$ cat src/design/gws_pkg.sv
// Shared types, operation codes and the distance function for the grid window block.
package gws_pkg;

    localparam logic [2:0] OP_READ  = 3'd0;
    localparam logic [2:0] OP_WRITE = 3'd1;
    localparam logic [2:0] OP_SUM   = 3'd2;
    localparam logic [2:0] OP_ADD   = 3'd3;
    localparam logic [2:0] OP_SUB   = 3'd4;
    localparam logic [2:0] OP_MUL   = 3'd5;

    localparam logic CFG_WIDTH  = 1'b0;
    localparam logic CFG_HEIGHT = 1'b1;

    localparam int DistMax = 10;

    typedef struct packed {
        logic [2:0] op;
        logic [6:0] col;
        logic [6:0] row;
        logic [2:0] rad;
        logic [7:0] val;
        logic [6:0] w;
        logic [6:0] h;
    } req_t;

    typedef struct packed {
        logic [7:0]  read_data;
        logic [15:0] window_total;
        logic        status;
    } res_t;

    function automatic logic [3:0] ceil_dist(input logic [2:0] dx, input logic [2:0] dy);
        logic [6:0] s;
        logic [3:0] d;
        s = 7'({4'd0, dx} * {4'd0, dx}) + 7'({4'd0, dy} * {4'd0, dy});
        d = 4'd0;
        for (int k = 1; k <= DistMax; k++)
        begin
            if (7'((k - 1) * (k - 1)) < s)
            begin
                d = 4'(k);
            end
        end
        return d;
    endfunction

endpackage

$ cat src/design/gws_ctrl.sv
// Sequencer: clearing pass, window scan and read-modify-write of the cell memory.
module gws_ctrl
    import gws_pkg::*;
#(
    parameter int MAX_WIDTH = 64,
    parameter int DEPTH     = 4096,
    parameter int AW        = 12
)
(
    input  logic          clk,
    input  logic          rst_n,
    input  logic          start,
    input  req_t          req,
    output logic          ready,
    output logic          res_valid,
    output res_t          res,
    input  logic          res_take,
    output logic          mem_we,
    output logic [AW-1:0] mem_waddr,
    output logic [7:0]    mem_wdata,
    output logic [AW-1:0] mem_raddr,
    input  logic [7:0]    mem_rdata
);

    localparam logic [2:0] S_CLEAR = 3'd0;
    localparam logic [2:0] S_IDLE  = 3'd1;
    localparam logic [2:0] S_SCAN  = 3'd2;
    localparam logic [2:0] S_DRAIN = 3'd3;
    localparam logic [2:0] S_DONE  = 3'd4;

    logic [2:0]    state_reg, state_next;
    logic [AW-1:0] clr_reg, clr_next;
    req_t          req_reg, req_next;
    logic [3:0]    ro_reg, ro_next;
    logic [3:0]    co_reg, co_next;
    logic          p1_valid_reg, p1_valid_next;
    logic [AW-1:0] p1_addr_reg, p1_addr_next;
    logic [7:0]    p1_fall_reg, p1_fall_next;
    logic [15:0]   acc_reg, acc_next;
    logic [7:0]    rd_reg, rd_next;
    logic          status_reg, status_next;

    logic          single;
    logic [3:0]    span;
    logic [7:0]    rr, cc, rpos, cpos;
    logic          row_in, col_in, cell_ok;
    logic [2:0]    dx, dy;
    logic [3:0]    dist_val;
    logic [16:0]   sum17;

    assign single = (req_reg.op == OP_READ) || (req_reg.op == OP_WRITE);
    assign span   = {req_reg.rad, 1'b0};
    assign rr     = {1'b0, req_reg.row} + {4'd0, ro_reg};
    assign cc     = {1'b0, req_reg.col} + {4'd0, co_reg};
    assign rpos   = rr - {5'd0, req_reg.rad};
    assign cpos   = cc - {5'd0, req_reg.rad};
    assign row_in = (rr >= {5'd0, req_reg.rad} + 8'd1)
                 && (rr <= {1'b0, req_reg.h} - 8'd2 + {5'd0, req_reg.rad});
    assign col_in = (cc >= {5'd0, req_reg.rad} + 8'd1)
                 && (cc <= {1'b0, req_reg.w} - 8'd2 + {5'd0, req_reg.rad});
    assign cell_ok = single || (row_in && col_in);
    assign dx     = (co_reg > {1'b0, req_reg.rad}) ? 3'(co_reg - {1'b0, req_reg.rad})
                                                   : 3'({1'b0, req_reg.rad} - co_reg);
    assign dy     = (ro_reg > {1'b0, req_reg.rad}) ? 3'(ro_reg - {1'b0, req_reg.rad})
                                                   : 3'({1'b0, req_reg.rad} - ro_reg);
    assign dist_val = ceil_dist(dx, dy);
    assign sum17  = {1'b0, acc_reg} + {9'd0, mem_rdata};

    assign mem_raddr = AW'(32'(rpos) * MAX_WIDTH + 32'(cpos));

    always_comb
    begin
        state_next    = state_reg;
        clr_next      = clr_reg;
        req_next      = req_reg;
        ro_next       = ro_reg;
        co_next       = co_reg;
        p1_valid_next = 1'b0;
        p1_addr_next  = mem_raddr;
        p1_fall_next  = (req_reg.val > {4'd0, dist_val}) ? req_reg.val - {4'd0, dist_val}
                                                         : 8'd0;
        acc_next      = acc_reg;
        rd_next       = rd_reg;
        status_next   = status_reg;
        mem_we        = 1'b0;
        mem_waddr     = p1_addr_reg;
        mem_wdata     = mem_rdata;

        case (state_reg)
            S_CLEAR:
            begin
                mem_we    = 1'b1;
                mem_waddr = clr_reg;
                mem_wdata = 8'd0;
                clr_next  = clr_reg + AW'(1);
                if (clr_reg == AW'(DEPTH - 1))
                begin
                    state_next = S_IDLE;
                end
            end
            S_IDLE:
            begin
                if (start)
                begin
                    req_next    = req;
                    ro_next     = 4'd0;
                    co_next     = 4'd0;
                    acc_next    = 16'd0;
                    rd_next     = 8'd0;
                    status_next = 1'b0;
                    if ((req.op == OP_READ) || (req.op == OP_WRITE))
                    begin
                        req_next.rad = 3'd0;
                    end
                    if (req.op > OP_MUL)
                    begin
                        state_next = S_DONE;
                    end
                    else if ((req.col >= req.w) || (req.row >= req.h))
                    begin
                        status_next = 1'b1;
                        state_next  = S_DONE;
                    end
                    else
                    begin
                        state_next = S_SCAN;
                    end
                end
            end
            S_SCAN:
            begin
                p1_valid_next = cell_ok;
                if (co_reg == span)
                begin
                    co_next = 4'd0;
                    if (ro_reg == span)
                    begin
                        state_next = S_DRAIN;
                    end
                    else
                    begin
                        ro_next = ro_reg + 4'd1;
                    end
                end
                else
                begin
                    co_next = co_reg + 4'd1;
                end
            end
            S_DRAIN:
            begin
                state_next = S_DONE;
            end
            S_DONE:
            begin
                if (res_take)
                begin
                    state_next = S_IDLE;
                end
            end
            default:
            begin
                state_next = S_IDLE;
            end
        endcase

        if (p1_valid_reg)
        begin
            case (req_reg.op)
                OP_READ:
                begin
                    rd_next = mem_rdata;
                end
                OP_WRITE:
                begin
                    mem_we    = 1'b1;
                    mem_wdata = req_reg.val;
                end
                OP_SUM:
                begin
                    acc_next = sum17[16] ? 16'hFFFF : sum17[15:0];
                end
                OP_ADD:
                begin
                    mem_we    = 1'b1;
                    mem_wdata = mem_rdata + p1_fall_reg;
                end
                OP_SUB:
                begin
                    mem_we    = 1'b1;
                    mem_wdata = mem_rdata - p1_fall_reg;
                end
                OP_MUL:
                begin
                    mem_we    = 1'b1;
                    mem_wdata = 8'({8'd0, mem_rdata} * {8'd0, p1_fall_reg});
                end
                default:
                begin
                    mem_we = 1'b0;
                end
            endcase
        end
    end

    always_ff @(posedge clk or negedge rst_n)
    begin
        if (!rst_n)
        begin
            state_reg    <= S_CLEAR;
            clr_reg      <= '0;
            p1_valid_reg <= 1'b0;
        end
        else
        begin
            state_reg    <= state_next;
            clr_reg      <= clr_next;
            p1_valid_reg <= p1_valid_next;
        end
    end

    always_ff @(posedge clk)
    begin
        req_reg     <= req_next;
        ro_reg      <= ro_next;
        co_reg      <= co_next;
        p1_addr_reg <= p1_addr_next;
        p1_fall_reg <= p1_fall_next;
        acc_reg     <= acc_next;
        rd_reg      <= rd_next;
        status_reg  <= status_next;
    end

    assign ready               = (state_reg == S_IDLE);
    assign res_valid           = (state_reg == S_DONE);
    assign res.read_data       = rd_reg;
    assign res.window_total    = acc_reg;
    assign res.status          = status_reg;

endmodule

$ cat config.mk
export PLATFORM = sky130hd
export DESIGN_NAME = gws_ctrl
export DESIGN_NICKNAME = d
export VERILOG_FILES = /design/src/design/gws_pkg.sv /design/src/design/gws_ctrl.sv
export SDC_FILE = /design/constraint.sdc
export NUM_CORES = 1
export LEC_CHECK = 0
export ABC_CLOCK_PERIOD_IN_PS = 8100
export BUFFER_PORTS_ARGS = -buffer_cell sky130_fd_sc_hd__buf_2
export CAP_MARGIN = 20
export CORE_MARGIN = 2
export CORE_UTILIZATION = 40
export CTS_CLUSTER_DIAMETER = 100
export DETAILED_ROUTE_END_ITERATION = 8
export PLACE_DENSITY = 0.56
export SLEW_MARGIN = 20
export SYNTH_ARGS = -nofsm -noshare
export SYNTH_HDL_FRONTEND = slang
export SYNTH_SLANG_ARGS = --single-unit
$ cat constraint.sdc
create_clock -name clk -period 8.1 [get_ports clk]
set_clock_uncertainty 0.05 [all_clocks]
set_input_delay 1.215 -clock clk [delete_from_list [all_inputs] [get_ports clk]]
set_output_delay 1.215 -clock clk [all_outputs]
set_load 0.005 [all_outputs]
==> After elaboration in Yosys (flattened, before gate mapping) <==
Index checks and enable logic that the tools add are counted.
{ "totals": {"ff_bits": 111, "input_bits": 54, "output_inout_bits": 60, "word_cells": 142} }
{ "classes": {"addsub": 22, "mul": 3, "n_lt_le_gt_ge": 20, "eq_ne": 19, "muxes": 44, "reduce_logical": 17} }
{ "op_table": {"columns": ["op", "count"], "rows": [
  ["16-bit two-way mux", 5],
  ["4-bit two-way mux", 12],
  ["8-bit two-way mux", 6],
  ["8-bit case mux with 4 select lines", 1],
  ["3-bit two-way mux", 9],
  ["16-bit by 8-bit adder with 17-bit output", 1],
  ["7-bit by 4-bit adder with 8-bit output", 2],
  ["8-bit by 3-bit adder with 8-bit output", 2],
  ["8-bit by 4-bit greater-or-equal comparator with 1-bit output", 2],
  ["8-bit less-or-equal comparator", 2],
  ["4-bit case mux with 2 select lines", 2],
  ["7-bit by 2-bit subtractor with 8-bit output (second input constant)", 2],
  ["3-bit case mux with 5 select lines", 1],
  ["7-bit greater-or-equal comparator", 2],
  ["1-bit by 7-bit less-than comparator with 1-bit output (first input constant)", 2],
  ["5-bit by 7-bit less-than comparator with 1-bit output (first input constant)", 2],
  ["6-bit by 7-bit less-than comparator with 1-bit output (first input constant)", 2],
  ["7-bit less-than comparator (first input constant)", 2],
  ["12-bit by 1-bit adder with 12-bit output (second input constant)", 1],
  ["12-bit by 8-bit adder with 12-bit output", 1],
  ["12-bit == test (second input constant)", 1],
  ["3-bit by 2-bit == test with 1-bit output (second input constant)", 4],
  ["3-bit by 3-bit multiplier with 6-bit output", 2],
  ["12-bit two-way mux", 1],
  ["32 further kinds", 58]
]} }

==> Logic depth before layout (Yosys ltp) <==
{ "logic_depth": {"ltp_word": 16, "mapped_depth": 29, "depth_no_buf": 29} }

==> Worst setup path before layout <==
No wires, ideal clock.
{ "synth_path": {"kind": "register to register", "startpoint": "register req_reg[23] in the netlist's numbering", "endpoint": "register p1_fall_reg[2]", "arrival_time_ns": 5.939, "slack_ns": 1.960, "stages_incl_launch_ff": 26, "synth_period_minus_slack_ns": 6.140, "cell_sequence": "edfxtp_1 > inv_1 > fa_1 > a21oi_1 > a31oi_1 > nor2_1 > mux2i_1 > xnor2_1 > nand2_1 > fa_1 > inv_1 > ha_1 > fa_1 > xor2_1 > mux2_2 > a2111oi_0 > a21oi_1 > a21o_1 > ha_1 > inv_1 > fa_1 > a21o_1 > a21oi_1 > a41oi_1 > nor4b_1 > nor2_1"} }
{ "synth_between": {"elab_chain_len": 16, "word_cells_on_any_way": 33, "cone_classes": "6 x add/sub; 2 x mul; 13 x order compare; 12 x mux"} }
{ "synth_lines": {"columns": ["item", "line", "source"], "rows": [
  ["start: declaration", "gws_ctrl.sv:33", "req_t req_reg, req_next;"],
  ["start signal: assignment", "gws_ctrl.sv:224", "req_reg <= req_next;"],
  ["4-bit by 3-bit greater-than comparator with 1-bit output (tied with other cells)", "gws_ctrl.sv:62", "assign dx = (co_reg > {1'b0, req_reg.rad}) ? 3'(co_reg - {1'b0, req_reg.rad})"],
  ["3-bit two-way mux, on equally long branches", "gws_ctrl.sv:62, gws_ctrl.sv:64", null],
  ["3-bit by 3-bit multiplier with 6-bit output", "gws_pkg.sv:35", "s = 7'({4'd0, dx} * {4'd0, dx}) + 7'({4'd0, dy} * {4'd0, dy});"],
  ["6-bit by 6-bit adder with 7-bit output *", "gws_pkg.sv:35", null],
  ["1-bit by 7-bit less-than comparator with 1-bit output", "gws_pkg.sv:39", "if (7'((k - 1) * (k - 1)) < s)"],
  ["1-bit two-way mux", "gws_pkg.sv:39", null],
  ["2-bit two-way mux", "gws_pkg.sv:39", null],
  ["4-bit two-way mux (7 in series)", "gws_pkg.sv:39", null],
  ["4-bit two-way mux *", "gws_pkg.sv:39", null],
  ["8-bit by 4-bit subtractor with 8-bit output or 8-bit by 4-bit greater-than comparator with 1-bit output (tied branches)", "gws_ctrl.sv:80", "p1_fall_next = (req_reg.val > {4'd0, dist_val}) ? req_reg.val - {4'd0, dist_val}"],
  ["end signal: assignment", "gws_ctrl.sv:228", "p1_fall_reg <= p1_fall_next;"],
  ["end: declaration", "gws_ctrl.sv:38", "logic [7:0] p1_fall_reg, p1_fall_next;"]
]} }
Every way passes the cells marked *; elsewhere a longest branch is shown, timed or not.
A chain may end at the register's enable or synchronous reset.

==> Worst setup path after layout <==
{ "layout_path": {"startpoint": "input mem_rdata[1]", "endpoint": "output mem_wdata[7]"} }
{ "layout_between": {"elab_chain_len": 3, "word_cells_on_any_way": 5, "cone_classes": "2 x add/sub; 1 x mul; 2 x mux"} }
{ "layout_lines": {"columns": ["item", "line", "source"], "rows": [
  ["start: declaration", "gws_ctrl.sv:22", "input logic [7:0] mem_rdata"],
  ["8-bit by 8-bit multiplier with 8-bit output (tied with other cells)", "gws_ctrl.sv:196", "mem_wdata = 8'({8'd0, mem_rdata} * {8'd0, p1_fall_reg});"],
  ["8-bit case mux with 4 select lines *", "gws_ctrl.sv:169", "case (req_reg.op)"],
  ["8-bit two-way mux *", "gws_ctrl.sv:167", "if (p1_valid_reg)"],
  ["end: declaration", "gws_ctrl.sv:20", "output logic [7:0] mem_wdata,"]
]} }
Marked as above.

==> reports/metrics.cfg <==
[sta]
final.min_clock_period_ns = 6.688
worst_pin_slew_ns = 0.8384
fmax_ghz = 0.1495
rsz0062_at_grt = false
finalSetupTns_ns = 0
max_slew_margin_pct = 43.98
setup_violations = 0
hold_viol_final = 0
slew_viol_final = 0
whs_ns = 0.4226
finalCritPeriodShare_pct = 82.56

[setup_path]
worstPathArrival_ns = 5.42
crit_path_top_delay_cell = fa_1
setup.worst_path.start_class = primary input
cp-end-kind = output pin
critPathTopFamily = adder cells
cp.buffers_inverters = 5
startpoint = mem_rdata[1]
crit_fanout = 7
crit_cells = 18
r2r-end = p1_fall_reg[2]
r2r.worst_path.cells = 25
reg2reg_slack_ns = 1.51
cp.required_ns = 6.84
critPathKind = primary input to output pin
endpoint = mem_wdata[7]
cp_slowest_stage_delay_ns = 0.52
cp_cell_sequence = buf_2, inv_1, nor2_1, ha_1, fa_1, ha_1, inv_1, fa_1, inv_1, fa_1, a21o_2, a21oi_1, xnor3_1, xnor3_1, mux2i_1, o31a_1, a21oi_2, buf_2
rr_startpoint = req_reg[23]

[pwr]
power_density_nw_per_um2 = 111.3
p_leak_nw = 4.972
power_mw = 1.146
ir_drop_mv = 0.07770

[layout]
antenna_cells = 0
largest_reg_flops = 42
regArea_sq_um = 2813
area_growth_pct = 13.13
multi_input_area_sq_um = 5802
post-route-cell-area_sq_um = 10300
fillers = 2246
drive_gt1_share_pct = 13.53
utilization_pct = 45.77
layout.nets = 1309

[route]
dr_total_vias = 7075
vias_per_cell = 5.105
route.detailed.drc = 0
drtIter0Drc = 411
wirelength_mm = 21.40
first_pass_iters = 4
antenna_left = 0
wl_per_cell_microns = 15.44

[floorplanning]
initial_core_util_pct = 40.46
pin_count = 114
dieArea_sq_um = 23980
core_area_sq_um = 22500
die_h_microns = 154.9
num_rows = 55
die_w_microns = 154.9

[logic_synthesis]
synth_largest_area_cell = ha_1
ys.flop_type = edfxtp_1
synth_most_common_cell = ha_1
synth.top_cell.area_share_pct = 18.00
synthArstFlopShare_pct = 14.41
yosysSeqAreaShare_pct = 30.90
synth_area_leaders = ha_1, edfxtp_1, dfxtp_1
syn_area_sq_um = 9104
synth_seq_cells = 111
synth_common_cells = ha_1, inv_1, nand2_1
postSynthCellCount = 985
yosys_warnings = 0
synth_edf_count = 51
synth_nets = 1198
ys_types = 62
syn_avg_cell_area_sq_um = 9.242

[min_path]
worstHoldPathType = register to register
min_path_cells = 1

[grt]
antenna_found_initial = 0
grt_overflow = 0
grt_pass1_vias = 6965
grt_max_degree = 47
grt_pass1_wl_mm = 35.35
grt_use_total_pct = 18.35

[clock_network]
clockBufferDepth = 2
clock-root-buffer = clkbuf_16
cts_tree = built
post-cts-setup-buffers = 0
cts_made_buffers = 9
cts_num_sinks = 111
cts-resized-gates = 0
hold_buffers = 0
cts_htree_levels = 3
insertion_delay_ns = 0.36
clkTransAtPathRegs_ns = 0.08

[placed_design]
hpwlAfterDp_mm = 17.09
gp_congestion = 0.8286
portBuffers = 113
dpl_cell_area_sq_um = 9977

[run]
cap_violations = 0

[run_status]
status = completed

-- worst register-to-register path: stages (launching register included) --
cell and delay, ns:
edfxtp_1 0.61, inv_1 0.34, fa_1 0.51, a21oi_1 0.14
a31oi_1 0.05, nor2_1 0.18, mux2i_1 0.24, xnor2_1 0.17
nand2_1 0.11, fa_1 0.54, inv_1 0.04, ha_1 0.22
fa_1 0.38, xor2_1 0.48, mux2_2 0.26, a2111oi_0 0.09
a21oi_1 0.14, a21o_1 0.13, ha_1 0.13, inv_1 0.05
fa_1 0.40, a21o_1 0.17, a21oi_1 0.27, a41oi_1 0.09
nor4b_2 0.55, nor2_1 0.12
-- how the worst min path moves through the flow --
stage / startpoint / end / slack (ns)
after floorplan: clr_reg[8] / clr_reg[8] / 0.41
after global placement: rd_reg[3] / rd_reg[3] / 0.40
after detailed placement: rd_reg[6] / rd_reg[6] / 0.41
after CTS: rd_reg[6] / rd_reg[6] / 0.42
after global routing: rd_reg[6] / rd_reg[6] / 0.44
final: rd_reg[7] / rd_reg[7] / 0.42
-- cell families after synthesis --
group / count (synthesis) / share of synthesized area [%]
adders and majority gates: 159 / 24.16
DFF: 111 / 30.90
buffers and inverters: 133 / 5.539
xor gates and xnor gates: 92 / 9.236
and+or+nand+nor: 279 / 14.60
AOI/OAI and AO/OA: 203 / 14.66
muxes: 8 / 0.9071
-- cell usage in the layout, fill, tap and decap left out, drive strengths merged, types with 30 or more instances in the layout --
cell type,instances
inv,120
nor2,73
a21oi,56
buf,115
xor2,31
a21o,30
nand2,89
xnor2,59
edfxtp,51
o21ai,32
ha,131
dfxtp,44
-- stage by stage --
stage                     instances  worst slack [ns]
final                          1386             1.412
after global routing           1386            0.9369
after CTS                      1385             1.108
after detailed placement       1369             1.132
after global placement         1369             1.335
after floorplan                 985             1.960
-- report_power, final --
part	internal, mW	total (mW)	switching, mW
clock network	0.217	0.448	0.231
logic	0.0533	0.113	0.0599
registers	0.585	0.585	0.0000560
-- final cells by class --
| cell class | instances | share of cell area, % |
|---|---|---|
| Multi-Input combinational cell | 741 | 56.34 |
| Sequential cell | 111 | 27.31 |
| Clock inverter | 6 | 0.6075 |
| Timing Repair Buffer | 115 | 5.759 |
| Clock buffer | 10 | 2.223 |
| Inverter | 118 | 4.301 |
| Tap cell | 285 | 3.463 |
-- per-layer routing --
layer	track usage [%]	up-vias	wire, microns
met1	26.15	3291	10790
met3	2.813	12	901
met2	29.63	149	9497
li1	-	3623	-
met5	0	-	0
met4	3.836	0	211
(Power assumes the default switching activity.)
